[src/tccw_pkg.sv]
// ============================================================================
// tccw_pkg
// Shared types and constants of the text console cell writer: request and
// result payloads, cell codes, controller states and datapath commands.
// ============================================================================
package tccw_pkg;

    localparam int DEF_COLUMNS = 80;
    localparam int DEF_ROWS    = 25;

    localparam int POS_W  = 11;
    localparam int CELL_W = 16;

    localparam logic [1:0] ACT_PUT  = 2'd0;
    localparam logic [1:0] ACT_GOTO = 2'd1;
    localparam logic [1:0] ACT_READ = 2'd2;

    localparam logic [7:0] CODE_NEWLINE   = 8'd10;
    localparam logic [7:0] CODE_BACKSPACE = 8'd8;
    localparam logic [7:0] CODE_SPACE     = 8'd32;
    localparam logic [7:0] RESET_ATTR     = 8'd15;

    typedef struct packed {
        logic [1:0] action;
        logic [7:0] char_code;
        logic [7:0] color;
        logic [6:0] column;
        logic [4:0] row;
    } in_item_t;

    typedef struct packed {
        logic [POS_W-1:0] cursor_position;
        logic [7:0]       cell_char;
        logic [7:0]       cell_attribute;
        logic             scrolled;
    } out_item_t;

    typedef enum logic [3:0] {
        ST_INIT,
        ST_IDLE,
        ST_DECODE,
        ST_WRITE_CHAR,
        ST_WRITE_CHAR_WRAP,
        ST_BLANK,
        ST_SCROLL_SETUP,
        ST_SCROLL_CLEAR,
        ST_WRITE_BS,
        ST_READ,
        ST_RESPOND
    } ctrl_state_t;

    typedef enum logic [3:0] {
        OP_NONE,
        OP_CLEAR,
        OP_CAPTURE,
        OP_PUT_CHAR,
        OP_NEWLINE,
        OP_BACKSPACE,
        OP_GOTO,
        OP_READ_SETUP,
        OP_WRITE_ITEM,
        OP_WRITE_BS,
        OP_WRITE_BLANK,
        OP_SCROLL_SETUP,
        OP_READ
    } dp_op_t;

    typedef struct packed {
        dp_op_t op;
        logic   load_result;
    } tccw_cmd_t;

    typedef struct packed {
        logic [1:0] action;
        logic       is_newline;
        logic       is_backspace;
        logic       col_zero;
        logic       row_last;
        logic       wrap_scroll;
        logic       clear_done;
        logic       acc_col_last;
        logic       out_free;
    } tccw_status_t;

endpackage

[src/tccw_ctrl.sv]
// ============================================================================
// tccw_ctrl
// Controller of the text console cell writer: sequences the clearing pass,
// request decode, cell writes, scroll clears, reads and the result hand-off.
// ============================================================================
module tccw_ctrl
    import tccw_pkg::*;
(
    input  logic         aclk,
    input  logic         aresetn,
    input  logic         s_valid,
    output logic         s_ready,
    input  tccw_status_t status,
    output tccw_cmd_t    cmd
);

    ctrl_state_t state_reg;
    ctrl_state_t state_next;

    always_ff @(posedge aclk) begin
        if (!aresetn) begin
            state_reg <= ST_INIT;
        end else begin
            state_reg <= state_next;
        end
    end

    always_comb begin
        state_next = state_reg;
        case (state_reg)
            ST_INIT: begin
                if (status.clear_done) state_next = ST_IDLE;
            end
            ST_IDLE: begin
                if (s_valid) state_next = ST_DECODE;
            end
            ST_DECODE: begin
                case (status.action)
                    ACT_PUT: begin
                        if (status.is_newline) begin
                            state_next = status.row_last ? ST_SCROLL_SETUP : ST_RESPOND;
                        end else if (status.is_backspace) begin
                            state_next = status.col_zero ? ST_RESPOND : ST_WRITE_BS;
                        end else begin
                            state_next = status.wrap_scroll ? ST_WRITE_CHAR_WRAP
                                                            : ST_WRITE_CHAR;
                        end
                    end
                    ACT_READ: state_next = ST_READ;
                    default:  state_next = ST_RESPOND;
                endcase
            end
            ST_WRITE_CHAR:      state_next = ST_BLANK;
            ST_WRITE_CHAR_WRAP: state_next = ST_SCROLL_SETUP;
            ST_BLANK:           state_next = ST_RESPOND;
            ST_SCROLL_SETUP:    state_next = ST_SCROLL_CLEAR;
            ST_SCROLL_CLEAR: begin
                if (status.acc_col_last) state_next = ST_RESPOND;
            end
            ST_WRITE_BS:        state_next = ST_RESPOND;
            ST_READ:            state_next = ST_RESPOND;
            ST_RESPOND: begin
                if (status.out_free) state_next = ST_IDLE;
            end
            default:            state_next = ST_INIT;
        endcase
    end

    always_comb begin
        s_ready         = 1'b0;
        cmd.op          = OP_NONE;
        cmd.load_result = 1'b0;
        case (state_reg)
            ST_INIT: cmd.op = OP_CLEAR;
            ST_IDLE: begin
                s_ready = 1'b1;
                if (s_valid) cmd.op = OP_CAPTURE;
            end
            ST_DECODE: begin
                case (status.action)
                    ACT_PUT: begin
                        if (status.is_newline) begin
                            cmd.op = OP_NEWLINE;
                        end else if (status.is_backspace) begin
                            cmd.op = status.col_zero ? OP_NONE : OP_BACKSPACE;
                        end else begin
                            cmd.op = OP_PUT_CHAR;
                        end
                    end
                    ACT_GOTO: cmd.op = OP_GOTO;
                    ACT_READ: cmd.op = OP_READ_SETUP;
                    default:  cmd.op = OP_NONE;
                endcase
            end
            ST_WRITE_CHAR:      cmd.op = OP_WRITE_ITEM;
            ST_WRITE_CHAR_WRAP: cmd.op = OP_WRITE_ITEM;
            ST_BLANK:           cmd.op = OP_WRITE_BLANK;
            ST_SCROLL_SETUP:    cmd.op = OP_SCROLL_SETUP;
            ST_SCROLL_CLEAR:    cmd.op = OP_WRITE_BLANK;
            ST_WRITE_BS:        cmd.op = OP_WRITE_BS;
            ST_READ:            cmd.op = OP_READ;
            ST_RESPOND:         cmd.load_result = status.out_free;
            default:            cmd.op = OP_NONE;
        endcase
    end

endmodule

[config.mk]
export PLATFORM = sky130hd
export DESIGN_NAME = tccw_ctrl
export DESIGN_NICKNAME = d
export VERILOG_FILES = /design/src/tccw_pkg.sv /design/src/tccw_ctrl.sv
export SDC_FILE = /design/constraint.sdc
export NUM_CORES = 1
export LEC_CHECK = 0
export BUFFER_PORTS_ARGS = -buffer_cell sky130_fd_sc_hd__clkbuf_2
export CORE_AREA = 4 4 41 43
export CTS_CLUSTER_DIAMETER = 100
export DETAILED_ROUTE_END_ITERATION = 6
export DIE_AREA = 0 0 45 47
export PLACE_DENSITY = 0.69
export SYNTH_ARGS = -nofsm -noshare
export SYNTH_HDL_FRONTEND = slang
export SYNTH_SLANG_ARGS = --single-unit
[constraint.sdc]
create_clock -name aclk -period 1.5 [get_ports aclk]
set_input_delay 0.15 -clock aclk [delete_from_list [all_inputs] [get_ports aclk]]
set_output_delay 0.15 -clock aclk [all_outputs]
set_load 0.01 [all_outputs]
==> results.toml <==
[outcome]
status = "complete, no violations"

[global_routing]
grt_pass1_wl_mm = 2.30
track_usage_pct = 14.6
grt_max_degree = 16
first_global_vias = 571
grt-ovfl-total = 0
antenna_found_initial = 0

[synth]
ys_seq_elements = 4
syn_avg_cell_area_um2 = 6.92
syn-num-nets = 93
yosys_most_used_dff = "sky130_fd_sc_hd__dfxtp_1"
synth_cell_types = 33
yosys_warnings = 0
mappedNetlistArea_um2 = 533
synthTopCellsByCount = "9 x sky130_fd_sc_hd__nor2_1, 7 x sky130_fd_sc_hd__a21oi_1, 7 x sky130_fd_sc_hd__inv_1"
synth_top_cell_by_area = "sky130_fd_sc_hd__dfxtp_1"
synth_edf_count = 0
post_synth_inst_count = 77
async_set_reset_flop_share_out_of_synthesis_pct = 0
yosys-top-cells-area = "sky130_fd_sc_hd__dfxtp_1 15%, sky130_fd_sc_hd__ha_1 7.0%, sky130_fd_sc_hd__a21oi_1 6.6%"
synth.most_common_cell = "sky130_fd_sc_hd__nor2_1"
fraction_of_post_synthesis_cell_area_in_the_top_cell_type_by_area_pct = 15.0
synth_seq_area_share_pct = 15.0

[place]
detailedPlacementHpwl_mm = 1.19
gp_congestion = 0.794
count_of_buffers_from_port_buffering = 18

[sta]
fin_worst_hold_slack_ns = 0.188
fmax_mhz = 672
fin_setup_tns_ns = 0
tightestPinTransition_ns = 0.288
fin_crit_ns = 1.49
timing.final.setup_violations = 0
timing.final.crit_share_pct = 99.2
finalHoldViolCount = 0
setup_repair_after_global_routing_missed_its_margin = "true"
clock_skew_after_layout_ns = 0.00286
timing.max_slew.rel_slack_pct = 80.5
final_max_slew_viol_count = 0

[min_path]
worst_hold_path_stage_count = 2
hp-start = "aresetn"
worst_hold_path.endpoint = "state_reg[3]"
min-delay-path-class = "in2reg"

[final_layout]
num-fill-cells = 134
final_layout_size_suffix_gt1_share_pct = 42.3
multi_input_comb_area_um2 = 429
final_nets = 122
number_of_antenna_diodes = 0
area_growth_pct = 44.1
final-seq-area_um2 = 86.3
largest_reg_flops = 4

[worst_setup_path]
r2r_end = "state_reg[3]"
data_arrival_at_the_endpoint_of_the_critical_path_ns = 1.61
worst-r2r-cell-count = 5
timing.rr.start = "state_reg[1]"
crit_required_ns = 1.62
worst_setup_path_start_kind = "flop"
reg2reg_slack_ns = 0.01
cp-end-kind = "flop"
critical_path.max_fanout = 6
timing.setup.critical_path_class = "reg2reg"

[floorplanning]
initial_utilization_pct = 41.0
pin_count = 19
fp.dieH_um = 47
placementRows = 13
core_region_area_um2 = 1300
design.die.area_um2 = 2120
die_x_um = 45

[routing]
routed_wire_length_per_instance_um = 13.1
avgViaCountPerCell = 5.74
drcViolationCount = 0
via_count_of_the_routed_design = 683
antenna_left = 0
dr.first_iter.drc_count = 11
wl_mm = 1.56
drt_pre_antenna_iters = 4

[clock_tree]
clk-insertion-delay-late_ns = 0.23
postCtsHoldBufs = 0
cts_root_buffer = "sky130_fd_sc_hd__clkbuf_4"
path_clk_slew_ns = 0.03
htree_num_levels = 1
clock-sinks = 4
clk_path_buf_depth = 2
cts_buffers = 3
clock_tree_from_tritoncts = "built"

[power]
powerDensity_nw_per_um2 = 1510
netSwitchingFraction_pct = 43.7
net-switching-power_uw = 506
internal_power_contribution_uw = 653
ir_drop_v = 0.000565
seqPwrFrac_pct = 17.6
static-leakage-power_uw = 0.000349
power_frac_comb_pct = 71.2
p_clk_share_pct = 11.3

[job]
maxCapViolCount = 0
-- timing repair --
| action | CTS | global route |
|---|---|---|
| resized for setup | 2 | 14 |
| setup endpoints to repair | 5 | 5 |
| pin swaps | 0 | 7 |
| setup buffers | 0 | 2 |
-- stage by stage --
stage	std cells	cell area, µm²	setup slack, ns	power [µW]	utilization [%]
after floorplan	77	533	0.0406	648	-
after global placement	114	696	-0.00839	908	53.5
after detailed placement	114	696	-0.00220	915	53.5
after CTS	117	722	-0.000340	1060	55.5
after global routing	119	768	-0.0326	1240	59.0
final	119	768	0.0121	1160	59.0
-- critical path: stages (launching register included) --
cell and delay, ns:
sky130_fd_sc_hd__dfxtp_4 0.35, sky130_fd_sc_hd__or2_4 0.23, sky130_fd_sc_hd__o31a_1 0.28, sky130_fd_sc_hd__o22a_2 0.22
sky130_fd_sc_hd__o21a_1 0.12, sky130_fd_sc_hd__o21a_1 0.17
-- cell families (layout without fill, tap and decap cells) --
kind of cell	Yosys count	count (layout)	synth area share, %
compound gates	33	33	43.7
buf+inv	12	39	9.86
flops	4	4	15.0
fa+ha+maj	3	3	7.04
simple gates	25	25	24.4
-- layer usage --
metal / global-route usage, % / up-vias / share of wire (%)
met4: 5.26 / 0 / 0
met3: 2.30 / 0 / 7.4
met2: 26.6 / 23 / 50
met5: 0 / - / 0
li1: - / 346 / -
met1: 17.2 / 314 / 42
-- power groups by stage --
| stage | sequential [µW] | combinational [µW] | clock (µW) |
|---|---|---|---|
| 5_1_grt | 209 | 893 | 143 |
| 3_5_place_dp | 191 | 725 | 0 |
| 4_1_cts | 193 | 734 | 137 |
| 3_3_place_gp | 190 | 718 | 0 |
| 2_1_floorplan | 174 | 475 | 0 |
| 6_report | 203 | 824 | 131 |
-- area by class of cell --
type | instances | share of cell area (%)
clock buffer | 3 | 2.93
tap | 15 | 2.44
sequential | 4 | 11.2
multi-input combinational | 61 | 55.9
inverter | 7 | 3.42
timing repair buffer | 29 | 24.1
-- placed cells by master (no fill, tap or decap), types with 2 or more instances in the layout --
cell,count
sky130_fd_sc_hd__o21a_1,3
sky130_fd_sc_hd__a31oi_1,2
sky130_fd_sc_hd__nand3_1,2
sky130_fd_sc_hd__o22ai_1,2
sky130_fd_sc_hd__dfxtp_2,2
sky130_fd_sc_hd__buf_4,10
sky130_fd_sc_hd__inv_1,6
sky130_fd_sc_hd__nand2b_1,3
sky130_fd_sc_hd__nor2b_1,2
sky130_fd_sc_hd__nor2_1,7
sky130_fd_sc_hd__o211ai_1,2
sky130_fd_sc_hd__nand2_1,3
sky130_fd_sc_hd__buf_2,3
sky130_fd_sc_hd__a21o_1,2
sky130_fd_sc_hd__clkbuf_4,3
sky130_fd_sc_hd__clkbuf_2,15
sky130_fd_sc_hd__ha_1,3
sky130_fd_sc_hd__a21oi_1,7
-- how the worst max path moves through the flow --
stage                 startpoint           end  slack [ns]  cells after the start
floorplan           state_reg[1]  state_reg[3]        0.04                      6
global placement    state_reg[1]  state_reg[3]      -0.008                      5
detailed placement  state_reg[1]  state_reg[3]      -0.002                      5
CTS                 state_reg[2]        cmd[0]     -0.0003                      6
global route        state_reg[1]  state_reg[3]       -0.03                      5
finish              state_reg[1]  state_reg[3]        0.01                      5
Note: power is estimated with default switching activity, not from simulation.
